$ cat config.mk
export PLATFORM = sky130hd
export DESIGN_NAME = postfix_expression_evaluator_core
export DESIGN_NICKNAME = d
export VERILOG_FILES = /design/src/sv/pfx_pkg.sv /design/src/sv/pfx_ram.sv /design/src/sv/pfx_alu.sv /design/src/sv/postfix_expression_evaluator_core.sv
export SDC_FILE = /design/constraint.sdc
export NUM_CORES = 2
export LEC_CHECK = 0
export ABC_AREA = 0
export BUFFER_PORTS_ARGS = -buffer_cell sky130_fd_sc_hd__buf_2
export CAP_MARGIN = 20
export CORE_UTILIZATION = 65
export CTS_BUF_LIST = sky130_fd_sc_hd__clkbuf_2
export CTS_CLUSTER_SIZE = 10
export DETAILED_ROUTE_END_ITERATION = 10
export HOLD_SLACK_MARGIN = 0.12
export PLACE_DENSITY_LB_ADDON = 0.15
export SLEW_MARGIN = 20
export SYNTH_ARGS = -nofsm -noshare
export SYNTH_HDL_FRONTEND = slang
export SYNTH_HIERARCHICAL = 1
export SYNTH_SLANG_ARGS = --single-unit
$ cat constraint.sdc
create_clock -name clock -period 24.2 [get_ports clock]
set_clock_uncertainty 0.2 [all_clocks]
set_input_delay 4.84 -clock clock [delete_from_list [all_inputs] [get_ports clock]]
set_output_delay 4.84 -clock clock [all_outputs]
set_load 0.05 [all_outputs]
$ cat src/sv/pfx_pkg.sv
// Shared types and constants for the postfix expression evaluator.
// Used by pfx_alu and postfix_expression_evaluator_core.
package pfx_pkg;

   localparam int DATA_W          = 32;
   localparam int SYMBOL_W        = 8;
   localparam int STATUS_W        = 3;
   localparam int STACK_DEPTH_DEF = 16;

   // ASCII codes of the recognized characters
   localparam logic [SYMBOL_W-1:0] CH_ZERO  = 8'h30;
   localparam logic [SYMBOL_W-1:0] CH_NINE  = 8'h39;
   localparam logic [SYMBOL_W-1:0] CH_PLUS  = 8'h2B;
   localparam logic [SYMBOL_W-1:0] CH_MINUS = 8'h2D;
   localparam logic [SYMBOL_W-1:0] CH_STAR  = 8'h2A;
   localparam logic [SYMBOL_W-1:0] CH_SLASH = 8'h2F;
   localparam logic [SYMBOL_W-1:0] CH_CARET = 8'h5E;

   typedef enum logic [STATUS_W-1:0] {
      ST_OK    = 3'd0,
      ST_UNDER = 3'd1,
      ST_OVER  = 3'd2,
      ST_DIV0  = 3'd3,
      ST_EMPTY = 3'd4
   } status_type;

   typedef enum logic [2:0] {
      OP_ADD,
      OP_SUB,
      OP_MUL,
      OP_DIV,
      OP_POW
   } alu_op_type;

   typedef struct packed {
      logic       start;
      alu_op_type op;
   } alu_ctl_type;

   typedef enum logic [2:0] {
      A_IDLE,
      A_MUL,
      A_DIV,
      A_SIGN,
      A_POW,
      A_DONE
   } alu_state_type;

   typedef enum logic [2:0] {
      S_IDLE,
      S_RD_RHS,
      S_RD_LHS,
      S_EXEC,
      S_ALU,
      S_FIN_RD,
      S_FIN_OUT
   } ctl_state_type;

endpackage

$ cat src/sv/pfx_ram.sv
// Generic single-port-write, single-port-read RAM with registered read data.
// No dependencies.
module pfx_ram #(
   parameter int WIDTH = 32,
   parameter int DEPTH = 16
) (
   input  logic                     clock,
   input  logic                     wr_en,
   input  logic [$clog2(DEPTH)-1:0] wr_addr,
   input  logic [WIDTH-1:0]         wr_data,
   input  logic                     rd_en,
   input  logic [$clog2(DEPTH)-1:0] rd_addr,
   output logic [WIDTH-1:0]         rd_data
);

   logic [WIDTH-1:0] mem [DEPTH];
   logic [WIDTH-1:0] rd_data_ff;

   always_ff @(posedge clock) begin
      if (wr_en) begin
         mem[wr_addr] <= wr_data;
      end
      if (rd_en) begin
         rd_data_ff <= mem[rd_addr];
      end
   end

   assign rd_data = rd_data_ff;

endmodule

$ cat src/sv/pfx_alu.sv
// Multi-cycle arithmetic unit: add, subtract, multiply, restoring divide,
// and power by repeated squaring. Depends on pfx_pkg.
module pfx_alu (
   input  logic                        clock,
   input  logic                        reset,
   input  pfx_pkg::alu_ctl_type        ctl,
   input  logic [pfx_pkg::DATA_W-1:0]  lhs,
   input  logic [pfx_pkg::DATA_W-1:0]  rhs,
   output logic                        done,
   output logic [pfx_pkg::DATA_W-1:0]  result
);
   import pfx_pkg::*;

   localparam int CNT_W = $clog2(DATA_W);

   alu_state_type      state_ff, state_in;
   logic [DATA_W-1:0]  res_ff, res_in;
   logic [DATA_W-1:0]  acc_ff, acc_in;
   logic [DATA_W-1:0]  base_ff, base_in;
   logic [DATA_W-1:0]  exp_ff, exp_in;
   logic [DATA_W-1:0]  rem_ff, rem_in;
   logic [CNT_W-1:0]   cnt_ff, cnt_in;
   logic               neg_ff, neg_in;

   logic [DATA_W-1:0]  prod_acc;
   logic [DATA_W-1:0]  prod_sq;
   logic [DATA_W:0]    rem_sh;
   logic [DATA_W:0]    rem_diff;

   // Low halves only: arithmetic wraps at the data width
   assign prod_acc = acc_ff * base_ff;
   assign prod_sq  = base_ff * base_ff;

   // One restoring step: acc_ff carries the quotient, base_ff the divisor
   assign rem_sh   = {rem_ff, acc_ff[DATA_W-1]};
   assign rem_diff = rem_sh - {1'b0, base_ff};

   always_comb begin
      state_in = state_ff;
      case (state_ff)
         A_IDLE: begin
            if (ctl.start) begin
               case (ctl.op)
                  OP_ADD:  state_in = A_DONE;
                  OP_SUB:  state_in = A_DONE;
                  OP_MUL:  state_in = A_MUL;
                  OP_DIV:  state_in = A_DIV;
                  OP_POW:  state_in = rhs[DATA_W-1] ? A_DONE : A_POW;
                  default: state_in = A_DONE;
               endcase
            end
         end
         A_MUL:   state_in = A_DONE;
         A_DIV:   state_in = (cnt_ff == CNT_W'(DATA_W - 1)) ? A_SIGN : A_DIV;
         A_SIGN:  state_in = A_DONE;
         A_POW:   state_in = (exp_ff == '0) ? A_DONE : A_POW;
         A_DONE:  state_in = A_IDLE;
         default: state_in = A_IDLE;
      endcase
   end

   always_comb begin
      done   = (state_ff == A_DONE);
      result = res_ff;
   end

   always_comb begin
      res_in  = res_ff;
      acc_in  = acc_ff;
      base_in = base_ff;
      exp_in  = exp_ff;
      rem_in  = rem_ff;
      cnt_in  = cnt_ff;
      neg_in  = neg_ff;
      case (state_ff)
         A_IDLE: begin
            if (ctl.start) begin
               case (ctl.op)
                  OP_ADD: res_in = lhs + rhs;
                  OP_SUB: res_in = lhs - rhs;
                  OP_MUL: begin
                     acc_in  = lhs;
                     base_in = rhs;
                  end
                  OP_DIV: begin
                     acc_in  = lhs[DATA_W-1] ? (DATA_W'(0) - lhs) : lhs;
                     base_in = rhs[DATA_W-1] ? (DATA_W'(0) - rhs) : rhs;
                     neg_in  = lhs[DATA_W-1] ^ rhs[DATA_W-1];
                     rem_in  = '0;
                     cnt_in  = '0;
                  end
                  OP_POW: begin
                     acc_in  = DATA_W'(1);
                     base_in = lhs;
                     exp_in  = rhs;
                     // Negative exponent: only bases one and minus one survive
                     if (lhs == DATA_W'(1)) begin
                        res_in = DATA_W'(1);
                     end else if (lhs == '1) begin
                        res_in = rhs[0] ? '1 : DATA_W'(1);
                     end else begin
                        res_in = '0;
                     end
                  end
                  default: res_in = '0;
               endcase
            end
         end
         A_MUL: res_in = prod_acc;
         A_DIV: begin
            if (!rem_diff[DATA_W]) begin
               rem_in = rem_diff[DATA_W-1:0];
               acc_in = {acc_ff[DATA_W-2:0], 1'b1};
            end else begin
               rem_in = rem_sh[DATA_W-1:0];
               acc_in = {acc_ff[DATA_W-2:0], 1'b0};
            end
            cnt_in = cnt_ff + CNT_W'(1);
         end
         A_SIGN: res_in = neg_ff ? (DATA_W'(0) - acc_ff) : acc_ff;
         A_POW: begin
            if (exp_ff == '0) begin
               res_in = acc_ff;
            end else begin
               acc_in  = exp_ff[0] ? prod_acc : acc_ff;
               base_in = prod_sq;
               exp_in  = exp_ff >> 1;
            end
         end
         default: res_in = res_ff;
      endcase
   end

   always_ff @(posedge clock) begin
      if (reset) begin
         state_ff <= A_IDLE;
      end else begin
         state_ff <= state_in;
      end
      res_ff  <= res_in;
      acc_ff  <= acc_in;
      base_ff <= base_in;
      exp_ff  <= exp_in;
      rem_ff  <= rem_in;
      cnt_ff  <= cnt_in;
      neg_ff  <= neg_in;
   end

   a_start_idle: assert property (@(posedge clock) disable iff (reset)
      ctl.start |-> state_ff == A_IDLE)
      else $error("alu start while busy");

   a_div_count: assert property (@(posedge clock) disable iff (reset)
      (state_ff == A_DIV && cnt_ff == CNT_W'(DATA_W - 1)) |=> state_ff == A_SIGN)
      else $error("divider did not finish after full count");

   a_done_pulse: assert property (@(posedge clock) disable iff (reset)
      done |=> !done)
      else $error("alu done held longer than one cycle");

endmodule

$ cat src/sv/postfix_expression_evaluator_core.sv
// Postfix evaluator: operand stack in a RAM, sequencer, multi-cycle ALU.
// Per word: a digit is pushed; an operator reads two operands and runs the ALU (32 divide steps).
// Expression end reads the stack top, then loads the result register.
// Reset (synchronous, active high) empties the stack and clears the error.
// Stack RAM contents are not cleared; only written entries are ever used.
module postfix_expression_evaluator_core #(
   parameter int STACK_DEPTH = pfx_pkg::STACK_DEPTH_DEF
) (
   input  logic                                clock,
   input  logic                                reset,
   input  logic                                req_valid,
   output logic                                req_stall,
   input  logic [pfx_pkg::SYMBOL_W-1:0]        req_symbol,
   input  logic                                req_last,
   output logic                                rsp_valid,
   input  logic                                rsp_stall,
   output logic signed [pfx_pkg::DATA_W-1:0]   rsp_value,
   output logic [pfx_pkg::STATUS_W-1:0]        rsp_status
);
   import pfx_pkg::*;

   localparam int CNT_W  = $clog2(STACK_DEPTH + 1);
   localparam int ADDR_W = $clog2(STACK_DEPTH);

   ctl_state_type        state_ff, state_in;
   logic [CNT_W-1:0]     count_ff, count_in;
   status_type           err_ff, err_in;
   logic [SYMBOL_W-1:0]  sym_ff, sym_in;
   logic                 last_ff, last_in;
   logic [DATA_W-1:0]    rhs_ff, rhs_in;
   logic                 rsp_valid_ff, rsp_valid_in;
   logic [DATA_W-1:0]    rsp_value_ff, rsp_value_in;
   logic [STATUS_W-1:0]  rsp_status_ff, rsp_status_in;

   logic                 accept;
   logic                 is_digit;
   logic                 rsp_free;
   logic [ADDR_W-1:0]    addr_top;
   logic [ADDR_W-1:0]    addr_below;

   logic                 mem_wr_en;
   logic [ADDR_W-1:0]    mem_wr_addr;
   logic [DATA_W-1:0]    mem_wr_data;
   logic                 mem_rd_en;
   logic [ADDR_W-1:0]    mem_rd_addr;
   logic [DATA_W-1:0]    mem_rd_data;

   alu_ctl_type          alu_ctl;
   logic                 alu_done;
   logic [DATA_W-1:0]    alu_result;
   logic                 exec_div0;

   assign accept     = req_valid && !req_stall;
   assign is_digit   = req_symbol inside {[CH_ZERO:CH_NINE]};
   assign rsp_free   = !rsp_valid_ff || !rsp_stall;
   assign addr_top   = ADDR_W'(count_ff - CNT_W'(1));
   assign addr_below = ADDR_W'(count_ff - CNT_W'(2));

   // Operator decode for the execute step
   always_comb begin
      alu_ctl   = '{start: 1'b0, op: OP_ADD};
      exec_div0 = 1'b0;
      if (state_ff == S_EXEC) begin
         case (sym_ff)
            CH_PLUS:  alu_ctl = '{start: 1'b1, op: OP_ADD};
            CH_MINUS: alu_ctl = '{start: 1'b1, op: OP_SUB};
            CH_STAR:  alu_ctl = '{start: 1'b1, op: OP_MUL};
            CH_CARET: alu_ctl = '{start: 1'b1, op: OP_POW};
            CH_SLASH: begin
               if (rhs_ff == '0) begin
                  exec_div0 = 1'b1;
               end else begin
                  alu_ctl = '{start: 1'b1, op: OP_DIV};
               end
            end
            default: alu_ctl = '{start: 1'b0, op: OP_ADD};
         endcase
      end
   end

   always_comb begin
      state_in = state_ff;
      case (state_ff)
         S_IDLE: begin
            if (accept) begin
               if (err_ff == ST_OK && !is_digit && count_ff >= CNT_W'(2)) begin
                  state_in = S_RD_RHS;
               end else begin
                  state_in = req_last ? S_FIN_RD : S_IDLE;
               end
            end
         end
         S_RD_RHS: state_in = S_RD_LHS;
         S_RD_LHS: state_in = S_EXEC;
         S_EXEC: begin
            if (alu_ctl.start) begin
               state_in = S_ALU;
            end else begin
               state_in = last_ff ? S_FIN_RD : S_IDLE;
            end
         end
         S_ALU: begin
            if (alu_done) begin
               state_in = last_ff ? S_FIN_RD : S_IDLE;
            end
         end
         S_FIN_RD:  state_in = S_FIN_OUT;
         S_FIN_OUT: state_in = rsp_free ? S_IDLE : S_FIN_OUT;
         default:   state_in = S_IDLE;
      endcase
   end

   always_comb begin
      req_stall   = (state_ff != S_IDLE);
      mem_wr_en   = 1'b0;
      mem_wr_addr = count_ff[ADDR_W-1:0];
      mem_wr_data = alu_result;
      mem_rd_en   = 1'b0;
      mem_rd_addr = addr_top;
      case (state_ff)
         S_IDLE: begin
            mem_wr_en   = accept && err_ff == ST_OK && is_digit &&
                          count_ff != CNT_W'(STACK_DEPTH);
            mem_wr_data = {{(DATA_W - SYMBOL_W){1'b0}}, req_symbol - CH_ZERO};
         end
         S_RD_RHS: mem_rd_en = 1'b1;
         S_RD_LHS: begin
            mem_rd_en   = 1'b1;
            mem_rd_addr = addr_below;
         end
         S_ALU: begin
            // count already dropped by two, so this lands on the left operand
            mem_wr_en = alu_done;
         end
         S_FIN_RD: mem_rd_en = 1'b1;
         default:  mem_rd_en = 1'b0;
      endcase
   end

   always_comb begin
      count_in      = count_ff;
      err_in        = err_ff;
      sym_in        = sym_ff;
      last_in       = last_ff;
      rhs_in        = rhs_ff;
      rsp_valid_in  = rsp_valid_ff && rsp_stall;
      rsp_value_in  = rsp_value_ff;
      rsp_status_in = rsp_status_ff;
      case (state_ff)
         S_IDLE: begin
            if (accept) begin
               sym_in  = req_symbol;
               last_in = req_last;
               if (err_ff == ST_OK) begin
                  if (is_digit) begin
                     if (count_ff == CNT_W'(STACK_DEPTH)) begin
                        err_in = ST_OVER;
                     end else begin
                        count_in = count_ff + CNT_W'(1);
                     end
                  end else if (count_ff < CNT_W'(2)) begin
                     err_in = ST_UNDER;
                  end
               end
            end
         end
         S_RD_LHS: rhs_in = mem_rd_data;
         S_EXEC: begin
            count_in = count_ff - CNT_W'(2);
            if (exec_div0) begin
               err_in = ST_DIV0;
            end
         end
         S_ALU: begin
            if (alu_done) begin
               count_in = count_ff + CNT_W'(1);
            end
         end
         S_FIN_OUT: begin
            if (rsp_free) begin
               rsp_valid_in = 1'b1;
               if (err_ff != ST_OK) begin
                  rsp_value_in  = '0;
                  rsp_status_in = err_ff;
               end else if (count_ff == '0) begin
                  rsp_value_in  = '0;
                  rsp_status_in = ST_EMPTY;
               end else begin
                  rsp_value_in  = mem_rd_data;
                  rsp_status_in = ST_OK;
               end
               count_in = '0;
               err_in   = ST_OK;
            end
         end
         default: count_in = count_ff;
      endcase
   end

   always_ff @(posedge clock) begin
      if (reset) begin
         state_ff     <= S_IDLE;
         count_ff     <= '0;
         err_ff       <= ST_OK;
         rsp_valid_ff <= 1'b0;
      end else begin
         state_ff     <= state_in;
         count_ff     <= count_in;
         err_ff       <= err_in;
         rsp_valid_ff <= rsp_valid_in;
      end
      sym_ff        <= sym_in;
      last_ff       <= last_in;
      rhs_ff        <= rhs_in;
      rsp_value_ff  <= rsp_value_in;
      rsp_status_ff <= rsp_status_in;
   end

   pfx_ram #(
      .WIDTH (DATA_W),
      .DEPTH (STACK_DEPTH)
   ) u_stack (
      .clock   (clock),
      .wr_en   (mem_wr_en),
      .wr_addr (mem_wr_addr),
      .wr_data (mem_wr_data),
      .rd_en   (mem_rd_en),
      .rd_addr (mem_rd_addr),
      .rd_data (mem_rd_data)
   );

   pfx_alu u_alu (
      .clock  (clock),
      .reset  (reset),
      .ctl    (alu_ctl),
      .lhs    (mem_rd_data),
      .rhs    (rhs_ff),
      .done   (alu_done),
      .result (alu_result)
   );

   assign rsp_valid  = rsp_valid_ff;
   assign rsp_value  = rsp_value_ff;
   assign rsp_status = rsp_status_ff;

   a_count_range: assert property (@(posedge clock) disable iff (reset)
      count_ff <= CNT_W'(STACK_DEPTH))
      else $error("stack count beyond depth");

   a_push_room: assert property (@(posedge clock) disable iff (reset)
      mem_wr_en |-> count_ff < CNT_W'(STACK_DEPTH))
      else $error("stack write with no room");

   a_alu_wait: assert property (@(posedge clock) disable iff (reset)
      alu_done |-> state_ff == S_ALU)
      else $error("alu result arrived outside the wait state");

   a_end_clears: assert property (@(posedge clock) disable iff (reset)
      (state_ff == S_FIN_OUT && rsp_free) |=>
         (rsp_valid_ff && count_ff == '0 && err_ff == ST_OK && state_ff == S_IDLE))
      else $error("expression end did not load result and clear stack");

endmodule
After elaboration in Yosys (flattened, before gate mapping)
Memories as Yosys holds them, arrays and structs flattened. A register that Yosys moved wholly into a read port is not among the register bits.
Cells that the tools add are included.

operators by class
  bitwise gates (word level) = 1
  $add $sub $neg = 11
  eq/ne operators = 42
  muxes and demuxes = 76
  multipliers = 2
  $lt $le $gt $ge = 4
  reduce and logical (&&, ||, !) cells = 43

operators by type and width
  kind                                                number
  2-to-1 mux 32 bit                                   20
  case mux 32 bit (3 select lines)                    3
  case mux 32 bit (4 select lines)                    2
  case mux 32 bit (2 select lines)                    3
  subtractor 1 x 32 -> 32 bit (first input constant)  3
  zero test 32 bit                                    2
  multiplier 32 x 32 -> 32 bit                        2
  2-to-1 mux 3 bit                                    17
  2-to-1 mux 5 bit                                    8
  subtractor 33 x 32 -> 33 bit                        1
  adder 32 bit                                        1
  == test 32 x 1 -> 1 bit (second input constant)     1
  == test 32 bit (second input constant)              1
  == test 8 x 6 -> 1 bit (second input constant)      4
  subtractor 32 bit                                   1
  != test 2 bit (second input constant)               11
  case mux 3 bit (7 select lines)                     1
  case mux 4 bit (5 select lines)                     1
  case mux 5 bit (4 select lines)                     1
  == test 3 x 2 -> 1 bit (second input constant)      6
  == test 3 bit (second input constant)               6
  case mux 3 bit (3 select lines)                     2
  AND reduction 7 bit                                 2
  zero test 3 bit                                     4
  other kinds (34)                                    76

storage, ports and cells
  memories = 1
  output and inout port bits = 37
  input port bits = 13
  flip-flop bits (word level) = 257
  memory bits (writable) = 512

memory list
  name         depth  width  read ports  clocked after Yosys merged registers in  write ports  line           RTL
  u_stack.mem  16     32     1           1                                        1            pfx_ram.sv:16  logic [WIDTH-1:0] mem [DEPTH];

Logic depth before layout (Yosys ltp)
  depth after elaboration = 9
  depth in mapped cells = 30
  mapped depth without buffers = 27

Hierarchy
The synthesis kept the hierarchy.

modules (own cells, without submodules)
  module                             times used  area an instance (sq um)  seq. area each (sq um)  cells each
  pfx_alu                            1           43007.5                   5044.8                  4951
  pfx_ram                            1           20155.6                   16335.7                 838
  postfix_expression_evaluator_core  1           4061.4                    2502.4                  328

Worst setup path after synthesis
OpenSTA, ideal clock, no wires.

  kind = input to register
  start point = in req_symbol[4] (netlist name)
  end point = mem u_stack.mem[0][0] (enable)
  library setup time = 0.461 ns
  path slack = 14.934 ns
  stages = 7
  arrival time = 8.605 ns
  path buffers = 0
  path through = ha_1 > nand3_1 > nor4_4 > nor2_1 > nor3_1 > or3b_2 > nor3_1

on the way
  cells in the longest elaborated chain, start to end = 7
  elaborated cells between the ends (all ways) = 8

ends and longest elaborated chain
  what                                                                                     line                                      RTL
  start, declared                                                                          postfix_expression_evaluator_core.sv:13   input logic [pfx_pkg::SYMBOL_W-1:0] req_symbol,
  >= comparator 8 x 6 -> 1 bit or less-or-equal comparator 8 x 6 -> 1 bit (tied branches)  postfix_expression_evaluator_core.sv:54   assign is_digit = req_symbol inside {[CH_ZERO:CH_NINE]};
  logical AND 1 bit *                                                                      postfix_expression_evaluator_core.sv:54
  logical AND 1 bit * (2 in series)                                                        postfix_expression_evaluator_core.sv:122  mem_wr_en = accept && err_ff == ST_OK && is_digit &&
  case mux 1 bit (2 select lines) *                                                        postfix_expression_evaluator_core.sv:120  case (state_ff)
  via mem_wr_en                                                                            postfix_expression_evaluator_core.sv:41   logic mem_wr_en;
  2-to-1 mux 1 bit *                                                                       pfx_ram.sv:20                             if (wr_en) begin
  2-to-1 mux 1 bit (implied by the code) *                                                 pfx_ram.sv:21                             mem[wr_addr] <= wr_data;
  end, declared                                                                            pfx_ram.sv:16

Mark *: on every way through the listed nets, which the timed path passes. The rest lies on a longest branch.

Worst setup path after layout
  start point = reg u_alu.base_ff[6]
  end point = reg u_alu.base_ff[31], data pin

on the way
  cells in the longest elaborated chain, start to end = 3

ends and longest elaborated chain
  what                              line            RTL
  start, declared                   pfx_alu.sv:19   logic [DATA_W-1:0] base_ff, base_in;
  start signal, assigned            pfx_alu.sv:142  base_ff <= base_in;
  multiplier 32 x 32 -> 32 bit      pfx_alu.sv:32   assign prod_sq = base_ff * base_ff;
  2-to-1 mux 32 bit                 pfx_alu.sv:122  if (exp_ff == '0) begin
  case mux 32 bit (2 select lines)  pfx_alu.sv:75   case (state_ff)
  via u_alu.base_in[31]             pfx_alu.sv:19

The timed path passes the listed nets, and every way through them passes these cells. The select of a mux whose other input is x is not followed.
A chain may end at the register's enable or synchronous reset.

==> impl_metrics.ini <==
[outcome]
status = complete, no violations

[floorplan]
die_w_um = 324
rows = 117
pin_count = 50
initial_utilization_pct = 65.8
fp.coreArea_sq_mm = 0.102
dieArea_sq_mm = 0.105
die_height_um = 324

[detailed_routing]
viasPerCell = 6.26
drt_first_pass_iters = 7
first_iter_violations = 5321
wl_per_cell_um = 25.4
routed_wl_um = 195000
met1_length_um = 71100
dr_wl_met2_um = 90800
drc_errors = 0
dr_wl_met3_um = 20900
dr.max_layer_used = met5
ant_nets = 0
vias = 48100

[timing]
max_freq_ghz = 0.105
maxSlewHeadroom_pct = 19.4
worstMarginPinSlew_ns = 1.21
finalSetupViolations = 0
setup_slack_ns = 14.68
rsz0062_at_grt = false
drv_slew = 0
min_period_over_period_pct = 39.3
fin_crit_ns = 9.52
hold_violations = 0
fin_tns_setup_ns = 0

[placed_design]
dp_cells = 7325
pre_cts_slack_ns = 14.94
port_buffers = 49
dp_hpwl_um = 138000
gp_congestion = 1.01

[power_and_ir_drop]
switching_share_pct = 40.3
internal_power_mw = 2.88
leakagePower_nw = 30.2
switchingPower_mw = 1.95
p_total_mw = 4.83
power_density_mw_per_mm2 = 68.2
combinationalPowerShare_pct = 41.7
vdd_drop_max_v = 0.0000781
pwr-share-clk_pct = 18.8
seqPwrFrac_pct = 39.5

[logic_synthesis]
synthesis.instances = 6117
synth.avg_cell_area_sq_um = 11.0
synth_edf_count = 786
ys_seq_elements = 800
syn_nets = 7237
async_flop_share_pct = 0
ys.flop_type = edfxtp_1
ys_types = 91
synth_warnings = 6
yosysSeqAreaShare_pct = 35.5
synth_area_sq_mm = 0.0672

[worst_setup_path]
r2r_slack_ns = 14.68
required_ns = 25.22
critical_path.max_fanout = 35
crit_type = flip-flop to flip-flop
critPathCaptureType = flip-flop
arrival_ns = 10.53
worst_setup_path_start_kind = flip-flop

[cts]
post_cts_resized = 0
holdBufCountCts = 0
cts_buffer_depth = 3
cts_setup_buffers = 0
cts_tree = yes
clkLatencyLatePin_ns = 1.55
ctsHtreeMaxLevel = 4
cts_buffers = 192
cts_root_buffer = clkbuf_2
clk_pin_slew_ns = 0.12
numClockSinks = 800

[global_routing]
grt_usage_pct = 38.4
grt_max_degree = 93
grt_pass1_vias = 49300
grt_pass1_wl_um = 295000
grt.overflow.total = 0
antenna_found_initial = 8

[job]
maxCapViolations = 0

[hold_path]
min_path_type = flip-flop to flip-flop

[cells_and_area]
final_cells = 7676
drive_above_1_share_pct = 10.7
fin_nets = 7272
fillers = 7751
final_util_pct = 69.3
area_growth_pct = 5.36
[cell families (layout without fill, tap and decap cells)]
logic type                 Yosys count  after routing  share of synthesized area [%]
and+or+nand+nor                   1750           1750                           12.4
buffers and inverters             1243           1429                           7.07
adders and majority gates         1107           1107                           29.3
AOI/OAI and AO/OA                  821            821                           7.85
DFF                                800            800                           35.5
xor gates and xnor gates           238            238                           3.10
muxes                              158            158                           4.73
other                                0              5                              0
[layout make-up]
class / instances / area [sq um] / share of cell area, %
diodes: 5 / 12.5 / 0.0177
flip-flops and latches: 800 / 23900 / 33.7
multi-input cells: 4074 / 38800 / 54.8
well taps: 1368 / 1710 / 2.42
repair buffers: 169 / 1170 / 1.66
clock inverters: 76 / 458 / 0.647
clock buffers: 269 / 1350 / 1.90
inverters: 915 / 3430 / 4.85
[power by group through the flow]
stage	logic, mW	registers [mW]	clock network [mW]
finish	2.01	1.91	0.907
global route	2.17	1.92	0.988
CTS	1.98	1.90	0.929
detailed placement	1.96	1.94	0
global placement	1.94	1.93	0
floorplan	1.39	1.87	0
[synthesized netlist by cell type (all sizes together) (91+ instances only)]
| cell | number | area share (%) |
|---|---|---|
| a21oi | 224 | 1.7 |
| xnor2 | 157 | 2.0 |
| inv | 907 | 5.1 |
| nand2 | 677 | 3.8 |
| nor2 | 357 | 2.0 |
| fa | 778 | 23 |
| a22oi | 91 | 1.0 |
| edfxtp | 786 | 35 |
| clkbuf | 272 | 1.5 |
| ha | 329 | 6.1 |
| and2 | 328 | 3.1 |
| o21ai | 196 | 1.5 |
| mux4 | 128 | 4.3 |
[critical path: stages, from the launching register on]
cell      delay [ns]
edfxtp_1        0.33
buf_4           0.46
clkinv_1        0.85
nor2_1          0.47
inv_1           0.11
fa_1            0.52
inv_1           0.06
fa_1            0.49
fa_1            0.53
inv_1           0.05
fa_1            0.47
inv_1           0.05
fa_1            0.48
fa_1            0.56
fa_1            0.43
fa_1            0.44
ha_1            0.37
a21o_1          0.20
a21o_1          0.20
a2111o_1        0.44
a311oi_1        0.28
o21ai_0         0.21
a21oi_1         0.38
o211ai_1        0.16
a31oi_1         0.24
xnor2_1         0.14
a21oi_1         0.08
[layer usage]
metal | vias to the layer above | track usage (%)
met2 | 2907 | 60.4
met4 | 12 | 22.5
met5 | - | 0
met1 | 23800 | 49.1
li1 | 20700 | -
met3 | 676 | 8.95
[flip-flops by register name, summed over array words and instances, names as in the netlist]
| signal | cells |
|---|---|
| u_stack/mem | 512 |
| rhs_ff | 32 |
| rsp_value | 32 |
| u_alu/acc_ff | 32 |
| u_alu/base_ff | 32 |
| u_alu/exp_ff | 32 |
| u_alu/rem_ff | 32 |
| u_alu/result | 32 |
| u_stack/rd_data | 32 |
| sym_ff | 8 |
| count_ff | 5 |
| u_alu/cnt_ff | 5 |
| rsp_status | 3 |
| state_ff | 3 |
| u_alu/state_ff | 3 |
| err_ff | 2 |
| last_ff | 1 |
| rsp_valid | 1 |
| u_alu/neg_ff | 1 |
[cells in the final DEF (no fill, tap or decap), drive strengths merged, types with 11 or more instances in the layout]
master / Yosys / final
a221o: 16 / 16
and2: 328 / 328
o21bai: 17 / 17
a21oi: 224 / 224
a21o: 37 / 37
o211ai: 25 / 25
or3: 42 / 42
ha: 329 / 329
inv: 907 / 916
nand3: 69 / 69
clkinv: 8 / 72
and3: 17 / 17
mux4: 128 / 128
xnor2: 157 / 157
o31ai: 24 / 24
clkbuf: 272 / 269
fa: 778 / 778
nor2: 357 / 357
nand2: 677 / 677
xor2: 81 / 81
a22oi: 91 / 91
mux2i: 30 / 30
nand2b: 26 / 26
o21a: 25 / 25
nor4: 36 / 36
o22ai: 17 / 17
a211oi: 33 / 33
nor2b: 27 / 27
nand3b: 11 / 11
buf: 56 / 169
nand4: 30 / 30
nor3: 79 / 79
edfxtp: 786 / 786
a31oi: 25 / 25
dfxtp: 14 / 14
or2: 15 / 15
o21ai: 196 / 196
[per-stage QoR]
stage,hold WS (ns),area (sq um)
2_1_floorplan,0.239,67200
3_3_place_gp,0.269,69000
3_5_place_dp,0.270,69000
4_1_cts,0.262,70800
5_1_grt,0.328,70800
6_report,0.259,70800
[worst paths after layout]
| check | startpoint | endpoint | cells after the start |
|---|---|---|---|
| worst max-delay path | u_alu/base_ff[6]$_DFFE_PP_ | u_alu/base_ff[31]$_DFFE_PP_ | 26 |
| worst min-delay path | err_ff[1]$_SDFFE_PP0P_ | rsp_status[1]$_SDFFCE_PN0P_ | 0 |
| worst max register to register | u_alu/base_ff[6]$_DFFE_PP_ | u_alu/base_ff[31]$_DFFE_PP_ | 26 |
| worst min register to register | err_ff[1]$_SDFFE_PP0P_ | rsp_status[1]$_SDFFCE_PN0P_ | 0 |
Note: power is estimated with default switching activity, not from simulation.
